$ cat src/rtl/core/idp_pkg.sv
// ----------------------------------------------------------------------------
// idp_pkg
// Shared types, constants and keyword tables for the inline declaration parser.
// ----------------------------------------------------------------------------
package idp_pkg;

   localparam int MaxWords        = 7;
   localparam int MaxStringLength = 256;
   localparam int MaxArraySize    = 65535;
   localparam int NumKw           = 13;
   localparam int NumClass        = 4;
   localparam int PosW            = $clog2(MaxStringLength + 1);

   typedef enum logic [2:0] {
      StOk        = 3'd0,
      StSingle    = 3'd1,
      StEmpty     = 3'd2,
      StSyntax    = 3'd3,
      StForbidden = 3'd4,
      StTooLong   = 3'd5
   } status_type;

   typedef enum logic [1:0] {
      PhLead   = 2'd0,
      PhSign   = 2'd1,
      PhDigits = 2'd2,
      PhStop   = 2'd3
   } num_phase_type;

   typedef struct packed {
      logic       has_char;
      logic [7:0] char_code;
      logic       last;
   } req_type;

   typedef struct packed {
      status_type  status;
      logic [1:0]  storage_class;
      logic [3:0]  value_type;
      logic [15:0] array_size;
      logic [7:0]  ident_start;
      logic [8:0]  ident_length;
   } rsp_type;

   typedef struct packed {
      logic [7:0]  start;
      logic [8:0]  len;
      logic        cls_ok;
      logic [1:0]  cls;
      logic        typ_ok;
      logic [3:0]  typ;
      logic        lb;
      logic        rb;
      logic        num_ok;
      logic [15:0] num;
   } slot_type;

   typedef slot_type [MaxWords-1:0] slots_type;

   typedef struct packed {
      logic       forbidden;
      logic       too_long;
      logic [2:0] words;
   } scan_stat_type;

   // keyword text, lower case, first character in the top byte, zero padded
   localparam logic [NumKw-1:0][63:0] KwText = {
      {"integer", 8'h00},
      {"hpoint", 16'h0000},
      {"matrix", 16'h0000},
      {"string", 16'h0000},
      {"color", 24'h000000},
      {"normal", 16'h0000},
      {"vector", 16'h0000},
      {"point", 24'h000000},
      {"float", 24'h000000},
      {"vertex", 16'h0000},
      {"varying", 8'h00},
      {"uniform", 8'h00},
      "constant"
   };

   localparam logic [NumKw-1:0][3:0] KwLen = {
      4'd7, 4'd6, 4'd6, 4'd6, 4'd5, 4'd6, 4'd6, 4'd5, 4'd5, 4'd6, 4'd7, 4'd7, 4'd8
   };

endpackage

$ cat src/rtl/core/idp_scan.sv
// ----------------------------------------------------------------------------
// idp_scan
// Per-character word splitter, keyword matcher and size scanner with the
// seven word slots; presents the slot view including this cycle's commits.
// ----------------------------------------------------------------------------
module idp_scan (
   input  logic                   clock,
   input  logic                   reset,
   input  logic                   step,
   input  idp_pkg::req_type       item,
   output idp_pkg::slots_type     slots_view,
   output idp_pkg::scan_stat_type stat_view
);
   import idp_pkg::*;

   logic [PosW-1:0]   pos_ff, pos_in;
   logic              inside_ff, inside_in;
   logic [2:0]        words_ff, words_in;
   logic [NumKw-1:0]  cand_ff, cand_in;
   logic [15:0]       acc_ff, acc_in;
   num_phase_type     phase_ff, phase_in;
   logic              neg_ff, neg_in;
   logic              digit_ff, digit_in;
   logic [7:0]        start_ff, start_in;
   logic [8:0]        len_ff, len_in;
   logic              forb_ff, forb_in;
   logic              long_ff, long_in;
   slots_type         slots_ff;

   function automatic slot_type make_slot(
      input logic [7:0] st, input logic [8:0] ln, input logic [NumKw-1:0] cd,
      input logic [15:0] ac, input logic ng, input logic dg);
      slot_type s;
      s        = '0;
      s.start  = st;
      s.len    = ln;
      for (int k = 0; k < NumKw; k++) begin
         if (cd[k] && (ln == {5'd0, KwLen[k]})) begin
            if (k < NumClass) begin
               s.cls_ok = 1'b1;
               s.cls    = 2'(k);
            end else begin
               s.typ_ok = 1'b1;
               s.typ    = 4'(k - NumClass);
            end
         end
      end
      s.num_ok = dg && !ng && (ac != 16'd0);
      s.num    = ac;
      return s;
   endfunction

   always_comb begin
      logic [7:0]  c;
      logic [7:0]  lc;
      logic [3:0]  d;
      logic        dig;
      logic [19:0] prod;
      slot_type    br;
      pos_in    = pos_ff;
      inside_in = inside_ff;
      words_in  = words_ff;
      cand_in   = cand_ff;
      acc_in    = acc_ff;
      phase_in  = phase_ff;
      neg_in    = neg_ff;
      digit_in  = digit_ff;
      start_in  = start_ff;
      len_in    = len_ff;
      forb_in   = forb_ff;
      long_in   = long_ff;
      slots_view = slots_ff;
      c   = item.char_code;
      lc  = (c >= "A" && c <= "Z") ? c + 8'd32 : c;
      d   = 4'(c - "0");
      dig = (c >= "0") && (c <= "9");
      br  = '0;
      prod = '0;
      if (step && item.has_char) begin
         if (pos_ff >= PosW'(MaxStringLength)) begin
            long_in = 1'b1;
         end else begin
            if (!forb_ff && words_ff < 3'(MaxWords)) begin
               if (c == " " || c == 8'h09 || c == 8'h0a) begin
                  if (inside_ff) begin
                     slots_view[words_in] = make_slot(start_in, len_in, cand_in, acc_in,
                                                      neg_in, digit_in);
                     words_in  = words_in + 3'd1;
                     inside_in = 1'b0;
                  end
               end else if (c == "#" || c == 8'h22) begin
                  forb_in = 1'b1;
               end else if (c == "[" || c == "]") begin
                  if (inside_ff) begin
                     slots_view[words_in] = make_slot(start_in, len_in, cand_in, acc_in,
                                                      neg_in, digit_in);
                     words_in  = words_in + 3'd1;
                     inside_in = 1'b0;
                  end
                  if (words_in < 3'(MaxWords)) begin
                     br.start = pos_ff[7:0];
                     br.len   = 9'd1;
                     br.lb    = (c == "[");
                     br.rb    = (c == "]");
                     slots_view[words_in] = br;
                     words_in = words_in + 3'd1;
                  end
               end else begin
                  if (!inside_ff) begin
                     start_in  = pos_ff[7:0];
                     len_in    = 9'd0;
                     cand_in   = '1;
                     acc_in    = '0;
                     phase_in  = PhLead;
                     neg_in    = 1'b0;
                     digit_in  = 1'b0;
                     inside_in = 1'b1;
                  end
                  for (int k = 0; k < NumKw; k++) begin
                     if (cand_in[k] && !((len_in < {5'd0, KwLen[k]}) &&
                         (lc == KwText[k][8*(7-int'(len_in[2:0])) +: 8])))
                        cand_in[k] = 1'b0;
                  end
                  case (phase_in)
                     PhLead: begin
                        if (c == 8'h0b || c == 8'h0c || c == 8'h0d) begin
                           phase_in = PhLead;
                        end else if (c == "+" || c == "-") begin
                           neg_in   = (c == "-");
                           phase_in = PhSign;
                        end else if (dig) begin
                           acc_in   = {12'd0, d};
                           digit_in = 1'b1;
                           phase_in = PhDigits;
                        end else begin
                           phase_in = PhStop;
                        end
                     end
                     PhSign: begin
                        if (dig) begin
                           acc_in   = {12'd0, d};
                           digit_in = 1'b1;
                           phase_in = PhDigits;
                        end else begin
                           phase_in = PhStop;
                        end
                     end
                     PhDigits: begin
                        if (dig) begin
                           prod = {1'b0, acc_in, 3'b000} + {3'b000, acc_in, 1'b0}
                                + {16'd0, d};
                           acc_in = (prod > 20'(MaxArraySize)) ? 16'(MaxArraySize)
                                                                : prod[15:0];
                        end else begin
                           phase_in = PhStop;
                        end
                     end
                     default: phase_in = PhStop;
                  endcase
                  len_in = len_in + 9'd1;
               end
            end
            pos_in = pos_ff + PosW'(1);
         end
      end
      if (step && item.last) begin
         if (!forb_in && inside_in && words_in < 3'(MaxWords)) begin
            slots_view[words_in] = make_slot(start_in, len_in, cand_in, acc_in,
                                             neg_in, digit_in);
            words_in = words_in + 3'd1;
         end
      end
      stat_view.forbidden = forb_in;
      stat_view.too_long  = long_in;
      stat_view.words     = words_in;
      if (step && item.last) begin
         pos_in    = '0;
         inside_in = 1'b0;
         words_in  = '0;
         cand_in   = '1;
         acc_in    = '0;
         phase_in  = PhLead;
         neg_in    = 1'b0;
         digit_in  = 1'b0;
         forb_in   = 1'b0;
         long_in   = 1'b0;
      end
   end

   always_ff @(posedge clock) begin
      if (reset) begin
         pos_ff    <= '0;
         inside_ff <= 1'b0;
         words_ff  <= '0;
         cand_ff   <= '1;
         acc_ff    <= '0;
         phase_ff  <= PhLead;
         neg_ff    <= 1'b0;
         digit_ff  <= 1'b0;
         forb_ff   <= 1'b0;
         long_ff   <= 1'b0;
      end else begin
         pos_ff    <= pos_in;
         inside_ff <= inside_in;
         words_ff  <= words_in;
         cand_ff   <= cand_in;
         acc_ff    <= acc_in;
         phase_ff  <= phase_in;
         neg_ff    <= neg_in;
         digit_ff  <= digit_in;
         forb_ff   <= forb_in;
         long_ff   <= long_in;
      end
   end

   always_ff @(posedge clock) begin
      start_ff <= start_in;
      len_ff   <= len_in;
      if (step) begin
         slots_ff <= slots_view;
      end
   end

endmodule

$ cat src/rtl/core/idp_verdict.sv
// ----------------------------------------------------------------------------
// idp_verdict
// Shape check over the word slots; forms the result transaction.
// ----------------------------------------------------------------------------
module idp_verdict (
   input  idp_pkg::slots_type     slots,
   input  idp_pkg::scan_stat_type stat,
   output idp_pkg::rsp_type       rsp
);
   import idp_pkg::*;

   always_comb begin
      logic       ok;
      logic [2:0] id;
      ok  = 1'b0;
      id  = 3'd0;
      rsp = '0;
      rsp.status = StSyntax;
      case (stat.words)
         3'd2: begin
            if (slots[0].typ_ok) begin
               ok = 1'b1; id = 3'd1;
               rsp.storage_class = 2'd1;
               rsp.value_type    = slots[0].typ;
               rsp.array_size    = 16'd1;
            end
         end
         3'd3: begin
            if (slots[0].cls_ok && slots[1].typ_ok) begin
               ok = 1'b1; id = 3'd2;
               rsp.storage_class = slots[0].cls;
               rsp.value_type    = slots[1].typ;
               rsp.array_size    = 16'd1;
            end
         end
         3'd5: begin
            if (slots[0].typ_ok && slots[1].lb && slots[2].num_ok && slots[3].rb) begin
               ok = 1'b1; id = 3'd4;
               rsp.storage_class = 2'd1;
               rsp.value_type    = slots[0].typ;
               rsp.array_size    = slots[2].num;
            end
         end
         3'd6: begin
            if (slots[0].cls_ok && slots[1].typ_ok && slots[2].lb && slots[3].num_ok &&
                slots[4].rb) begin
               ok = 1'b1; id = 3'd5;
               rsp.storage_class = slots[0].cls;
               rsp.value_type    = slots[1].typ;
               rsp.array_size    = slots[3].num;
            end
         end
         default: ok = 1'b0;
      endcase
      // error flags take precedence over any shape
      if (stat.forbidden || stat.too_long) ok = 1'b0;
      if (ok) begin
         rsp.status       = StOk;
         rsp.ident_start  = slots[id].start;
         rsp.ident_length = slots[id].len;
      end else begin
         rsp = '0;
         if (stat.forbidden)            rsp.status = StForbidden;
         else if (stat.too_long)        rsp.status = StTooLong;
         else if (stat.words == 3'd0)   rsp.status = StEmpty;
         else if (stat.words == 3'd1)   rsp.status = StSingle;
         else                           rsp.status = StSyntax;
      end
   end

endmodule

$ cat src/rtl/core/inline_declaration_parser.sv
// ----------------------------------------------------------------------------
// inline_declaration_parser
// The input register takes the final character's transaction; the verdict is
// written to the result register when it advances. Throughput: one character
// per cycle, back to back; the input stalls only while a finished verdict
// waits on a stalled receiver.
// Reset: synchronous; clears the parser state and the valid flags.
// ----------------------------------------------------------------------------
module inline_declaration_parser (
   input  logic             clock,
   input  logic             reset,
   input  logic             req_valid,
   output logic             req_stall,
   input  idp_pkg::req_type req_data,
   output logic             rsp_valid,
   input  logic             rsp_stall,
   output idp_pkg::rsp_type rsp_data
);
   import idp_pkg::*;

   logic          in_valid_ff, in_valid_in;
   req_type       in_data_ff;
   logic          out_valid_ff, out_valid_in;
   rsp_type       out_data_ff;
   logic          advance;
   logic          accept;
   slots_type     slots_view;
   scan_stat_type stat_view;
   rsp_type       verdict;

   assign advance   = in_valid_ff && !(in_data_ff.last && out_valid_ff && rsp_stall);
   assign req_stall = in_valid_ff && !advance;
   assign accept    = req_valid && !req_stall;

   idp_scan u_scan (
      .clock      (clock),
      .reset      (reset),
      .step       (advance),
      .item       (in_data_ff),
      .slots_view (slots_view),
      .stat_view  (stat_view)
   );

   idp_verdict u_verdict (
      .slots (slots_view),
      .stat  (stat_view),
      .rsp   (verdict)
   );

   always_comb begin
      in_valid_in = in_valid_ff;
      if (accept)       in_valid_in = 1'b1;
      else if (advance) in_valid_in = 1'b0;
      out_valid_in = out_valid_ff;
      if (advance && in_data_ff.last) out_valid_in = 1'b1;
      else if (!rsp_stall)            out_valid_in = 1'b0;
   end

   always_ff @(posedge clock) begin
      if (reset) begin
         in_valid_ff  <= 1'b0;
         out_valid_ff <= 1'b0;
      end else begin
         in_valid_ff  <= in_valid_in;
         out_valid_ff <= out_valid_in;
      end
   end

   always_ff @(posedge clock) begin
      if (accept) begin
         in_data_ff <= req_data;
      end
      if (advance && in_data_ff.last) begin
         out_data_ff <= verdict;
      end
   end

   assign rsp_valid = out_valid_ff;
   assign rsp_data  = out_data_ff;

   a_rsp_from_last: assert property (@(posedge clock) disable iff (reset)
      $rose(rsp_valid) |-> $past(in_valid_ff && in_data_ff.last))
      else $error("result without a final character");

   a_ok_size: assert property (@(posedge clock) disable iff (reset)
      (rsp_valid && rsp_data.status == StOk) |-> (rsp_data.array_size != 16'd0))
      else $error("ok verdict with zero size");

   a_err_clear: assert property (@(posedge clock) disable iff (reset)
      (rsp_valid && rsp_data.status != StOk) |->
      (rsp_data.storage_class == 2'd0 && rsp_data.value_type == 4'd0 &&
       rsp_data.array_size == 16'd0 && rsp_data.ident_length == 9'd0))
      else $error("error verdict with non-zero fields");

   a_stall_holds: assert property (@(posedge clock) disable iff (reset)
      req_stall |-> (in_valid_ff && in_data_ff.last && out_valid_ff))
      else $error("input stalled without a blocked verdict");

endmodule
$ cat config.mk
export PLATFORM = sky130hd
export DESIGN_NAME = inline_declaration_parser
export DESIGN_NICKNAME = d
export VERILOG_FILES = /design/src/rtl/core/idp_pkg.sv /design/src/rtl/core/idp_scan.sv /design/src/rtl/core/idp_verdict.sv /design/src/rtl/core/inline_declaration_parser.sv
export SDC_FILE = /design/constraint.sdc
export NUM_CORES = 1
export LEC_CHECK = 0
export ABC_AREA = 1
export BUFFER_PORTS_ARGS = -buffer_cell sky130_fd_sc_hd__buf_2
export CORE_ASPECT_RATIO = 0.9
export CORE_MARGIN = 4
export CORE_UTILIZATION = 55
export DETAILED_ROUTE_END_ITERATION = 7
export PLACE_DENSITY = 0.79
export SLEW_MARGIN = 25
export SYNTH_ARGS = -nofsm -noshare
export SYNTH_HDL_FRONTEND = slang
export SYNTH_SLANG_ARGS = --single-unit
$ cat constraint.sdc
create_clock -name clock -period 13.52 [get_ports clock]
set_clock_uncertainty 0.1 [all_clocks]
set_input_delay 0.676 -clock clock [delete_from_list [all_inputs] [get_ports clock]]
set_output_delay 0.676 -clock clock [all_outputs]
set_load 0.1 [all_outputs]
==> results.py <==
metrics = {
    "clock_tree": {
        "htreeDepth": 1,
        "cts_hold_buf": 0,
        "postCtsSetupBuffers": 0,
        "cts_buffer_depth": 3,
        "cts_tree": "done",
        "clk_latency_ns": 0.58,
        "clkSlewWorstSetupHoldPaths_ns": 0.07,
        "cts.sinks": 255,
        "cts_resized": 0,
        "cts-root-buf": "clkbuf_16",
        "cts_made_buffers": 29,
    },
    "grt": {
        "grt_pass1_wl_um": 98550,
        "gr-total-overflow": 0,
        "grt_usage_pct": 32.60,
        "antenna_found_initial": 0,
        "grt_pass1_vias": 18250,
        "grt_start_max_net_pins": 74,
    },
    "floorplanning": {
        "io_pins": 58,
        "dieArea_um2": 37330,
        "core_um2": 33950,
        "rows": 64,
        "fp.dieW_um": 203.2,
        "die_h_um": 183.7,
        "start_util_pct": 55.57,
    },
    "synth": {
        "syn_inst": 2700,
        "yosysUniqueCellTypes": 60,
        "syn_nets": 2766,
        "synth_edf_count": 188,
        "synth_flop_cell": "edfxtp_1",
        "synth_top_area_share_pct": 29.92,
        "synth_area_leaders": "edfxtp_1 30%, nand2_1 14%, dfxtp_1 7.1%, inv_1 6.4%, o21ai_0 5.8%",
        "yosysWarnings": 0,
        "yosys_register_bits": 255,
        "async_reset_ff_share_pct": 0,
        "avgSynthCellArea_um2": 6.988,
        "synth_top_area_cell": "edfxtp_1",
        "synth_area_um2": 18870,
        "synth_seq_area_share_pct": 37.03,
    },
    "cells_and_area": {
        "layout-drive-gt1-share_pct": 8.062,
        "mostFrequentLayoutCells": "717 x nand2_1, 321 x inv_1, 252 x nor2_1",
        "fill_cells": 3182,
        "mostFrequentLayoutCell": "nand2_1",
        "nets": 2748,
        "syn2layout_area_growth_pct": 7.216,
    },
    "sta": {
        "period_needed_ns": 7.501,
        "hold_slack_ns": 0.1801,
        "maxSlewViolCount": 0,
        "slew_headroom_pct": 28.99,
        "hold_viol": 0,
        "worst_pin_slew_ns": 1.061,
        "setup_viol": 0,
        "period_share_pct": 55.48,
        "fmax_mhz": 133.3,
        "setup_tns_ns": 0,
        "rsz0062_at_grt": "false",
    },
    "detailed_routing": {
        "drtAntennaViolNets": 0,
        "routed_wl_um": 63370,
        "wire_per_inst_um": 20.01,
        "vias_per_cell": 6.202,
        "drtIter0Drc": 3264,
        "dr.pass1.iters": 8,
        "drc": 0,
        "vias": 19640,
    },
    "outcome": {
        "status": "completed",
    },
    "power_and_ir_drop": {
        "peakVddDrop_mv": 0.09970,
        "power_density_nw_per_um2": 93.08,
        "fin_total_pwr_uw": 1883,
        "p_leak_uw": 0.008944,
    },
    "worst_hold_path": {
        "hp-class": "in -> reg",
    },
    "setup_path": {
        "arrival_ns": 7.73,
        "cp_top_family": "simple AND/OR/NAND/NOR gates",
        "end_kind": "register",
        "path_cells": "inv_1 -> nor2_1 -> nand3_1 -> nor2_1 -> nor2_2 -> nand3_4 -> inv_1 -> a21oi_1 -> nor3_1 -> nand2_1 -> inv_2 -> nand2_1 -> inv_2 -> nand3_2 -> nand3_1 -> nor2_1 -> nand2_2 -> nand3_2 -> nand2_2 -> inv_2 -> nand2_1 -> nor2_1",
        "critPathMaxStageDelay_ns": 0.69,
        "cp_data_required_time_ns": 13.75,
        "crit_type": "reg -> reg",
        "cp.buffers_inverters": 5,
        "cp-start-kind": "register",
        "crit_top_cell": "nor2_1",
        "critical_path.max_fanout": 49,
        "crit_slowest_cell": "edfxtp_1",
    },
    "place": {
        "hpwl_um": 45420,
        "place.gp.congestion": 1.061,
        "io_buffer_count": 57,
    },
    "flow_run": {
        "cap_violations": 0,
    },
}
## where the power goes
| group | internal [uW] | switching [uW] |
|---|---|---|
| Clock | 436 | 341 |
| Sequential | 874 | 25.0 |
| Combinational | 52.9 | 155 |
## cells in the mapped netlist, types with 8 or more instances
library cell and n:
nor2_2 8, nand2_1 720, dfxtp_1 67, nand4_1 20, or2_2 24, buf_1 9, xor2_1 33, buf_2 25
nor3_1 38, o31ai_1 11, a21oi_1 145, o21ai_1 16, ha_1 51, nand3_1 209, edfxtp_1 188, a22oi_1 20
nor2_1 253, o21ai_0 220, inv_1 323, clkbuf_1 74, clkinv_1 13, a31oi_1 13, inv_2 18, nand2_2 14
o211ai_1 21, nor4_1 11, a221oi_1 9, o2111ai_1 43
## layout make-up
class,instances,area [um2],area share (%)
multi-input cells,1969,10000,49.45
repair buffers,73,405.4,2.004
well taps,462,578.1,2.858
clock inverters,14,77.57,0.3835
flip-flops and latches,255,6987,34.54
inverters,354,1331,6.581
diodes,1,2.502,0.01237
clock buffers,39,843.3,4.169
## flip-flops by register name, indices dropped and copies added, names as in the netlist
name / count
u_scan.words_ff: 3
u_scan.neg_ff: 1
u_scan.phase_ff: 2
u_scan.forb_ff: 1
u_scan.long_ff: 1
in_data_ff: 10
u_scan.digit_ff: 1
in_valid_ff: 1
u_scan.start_ff: 8
u_scan.len_ff: 9
rsp_valid: 1
u_scan.inside_ff: 1
u_scan.slots_ff: 136
u_scan.cand_ff: 13
rsp_data: 42
u_scan.pos_ff: 9
u_scan.acc_ff: 16
## routing by layer
metal | share of wire [%] | track usage, % | vias to the layer above
met5 | 0.071 | 0.7653 | -
met4 | 4.7 | 12.79 | 2
met3 | 12 | 6.474 | 247
met2 | 43 | 51.17 | 1303
met1 | 40 | 44.72 | 9039
li1 | - | - | 9051
## cell families after synthesis
family / after synthesis / share of synthesized area [%]
AOI/OAI and AO/OA: 555 / 17.57
xor gates and xnor gates: 38 / 1.864
adders and majority gates: 52 / 3.488
buffers and inverters: 476 / 10.05
DFF: 255 / 37.03
and+or+nand+nor: 1324 / 30.00
## final timing paths
check / from / to / slack, ns / depth (start not counted)
worst max-delay path: in_data_ff[4] / rsp_data[12] / 6.02 / 22
worst min-delay path: reset / in_valid_ff / 0.18 / 2
worst max register to register: in_data_ff[4] / rsp_data[12] / 6.02 / 22
worst min register to register: u_scan.acc_ff[1] / u_scan.acc_ff[1] / 0.41 / 2
## per-stage QoR
| stage | std cells | utilization, % | cell area, um2 | worst slack [ns] |
|---|---|---|---|---|
| 6_report | 3167 | 59.58 | 20230 | 6.019 |
| 5_1_grt | 3166 | 59.57 | 20230 | 5.715 |
| 4_1_cts | 3166 | 59.56 | 20220 | 6.400 |
| 3_5_place_dp | 3113 | 56.84 | 19300 | 6.413 |
| 3_3_place_gp | 3113 | 56.84 | 19300 | 6.703 |
| 2_1_floorplan | 2700 | - | 18870 | 6.452 |
No activity file was read; power rests on OpenSTA's default activity.
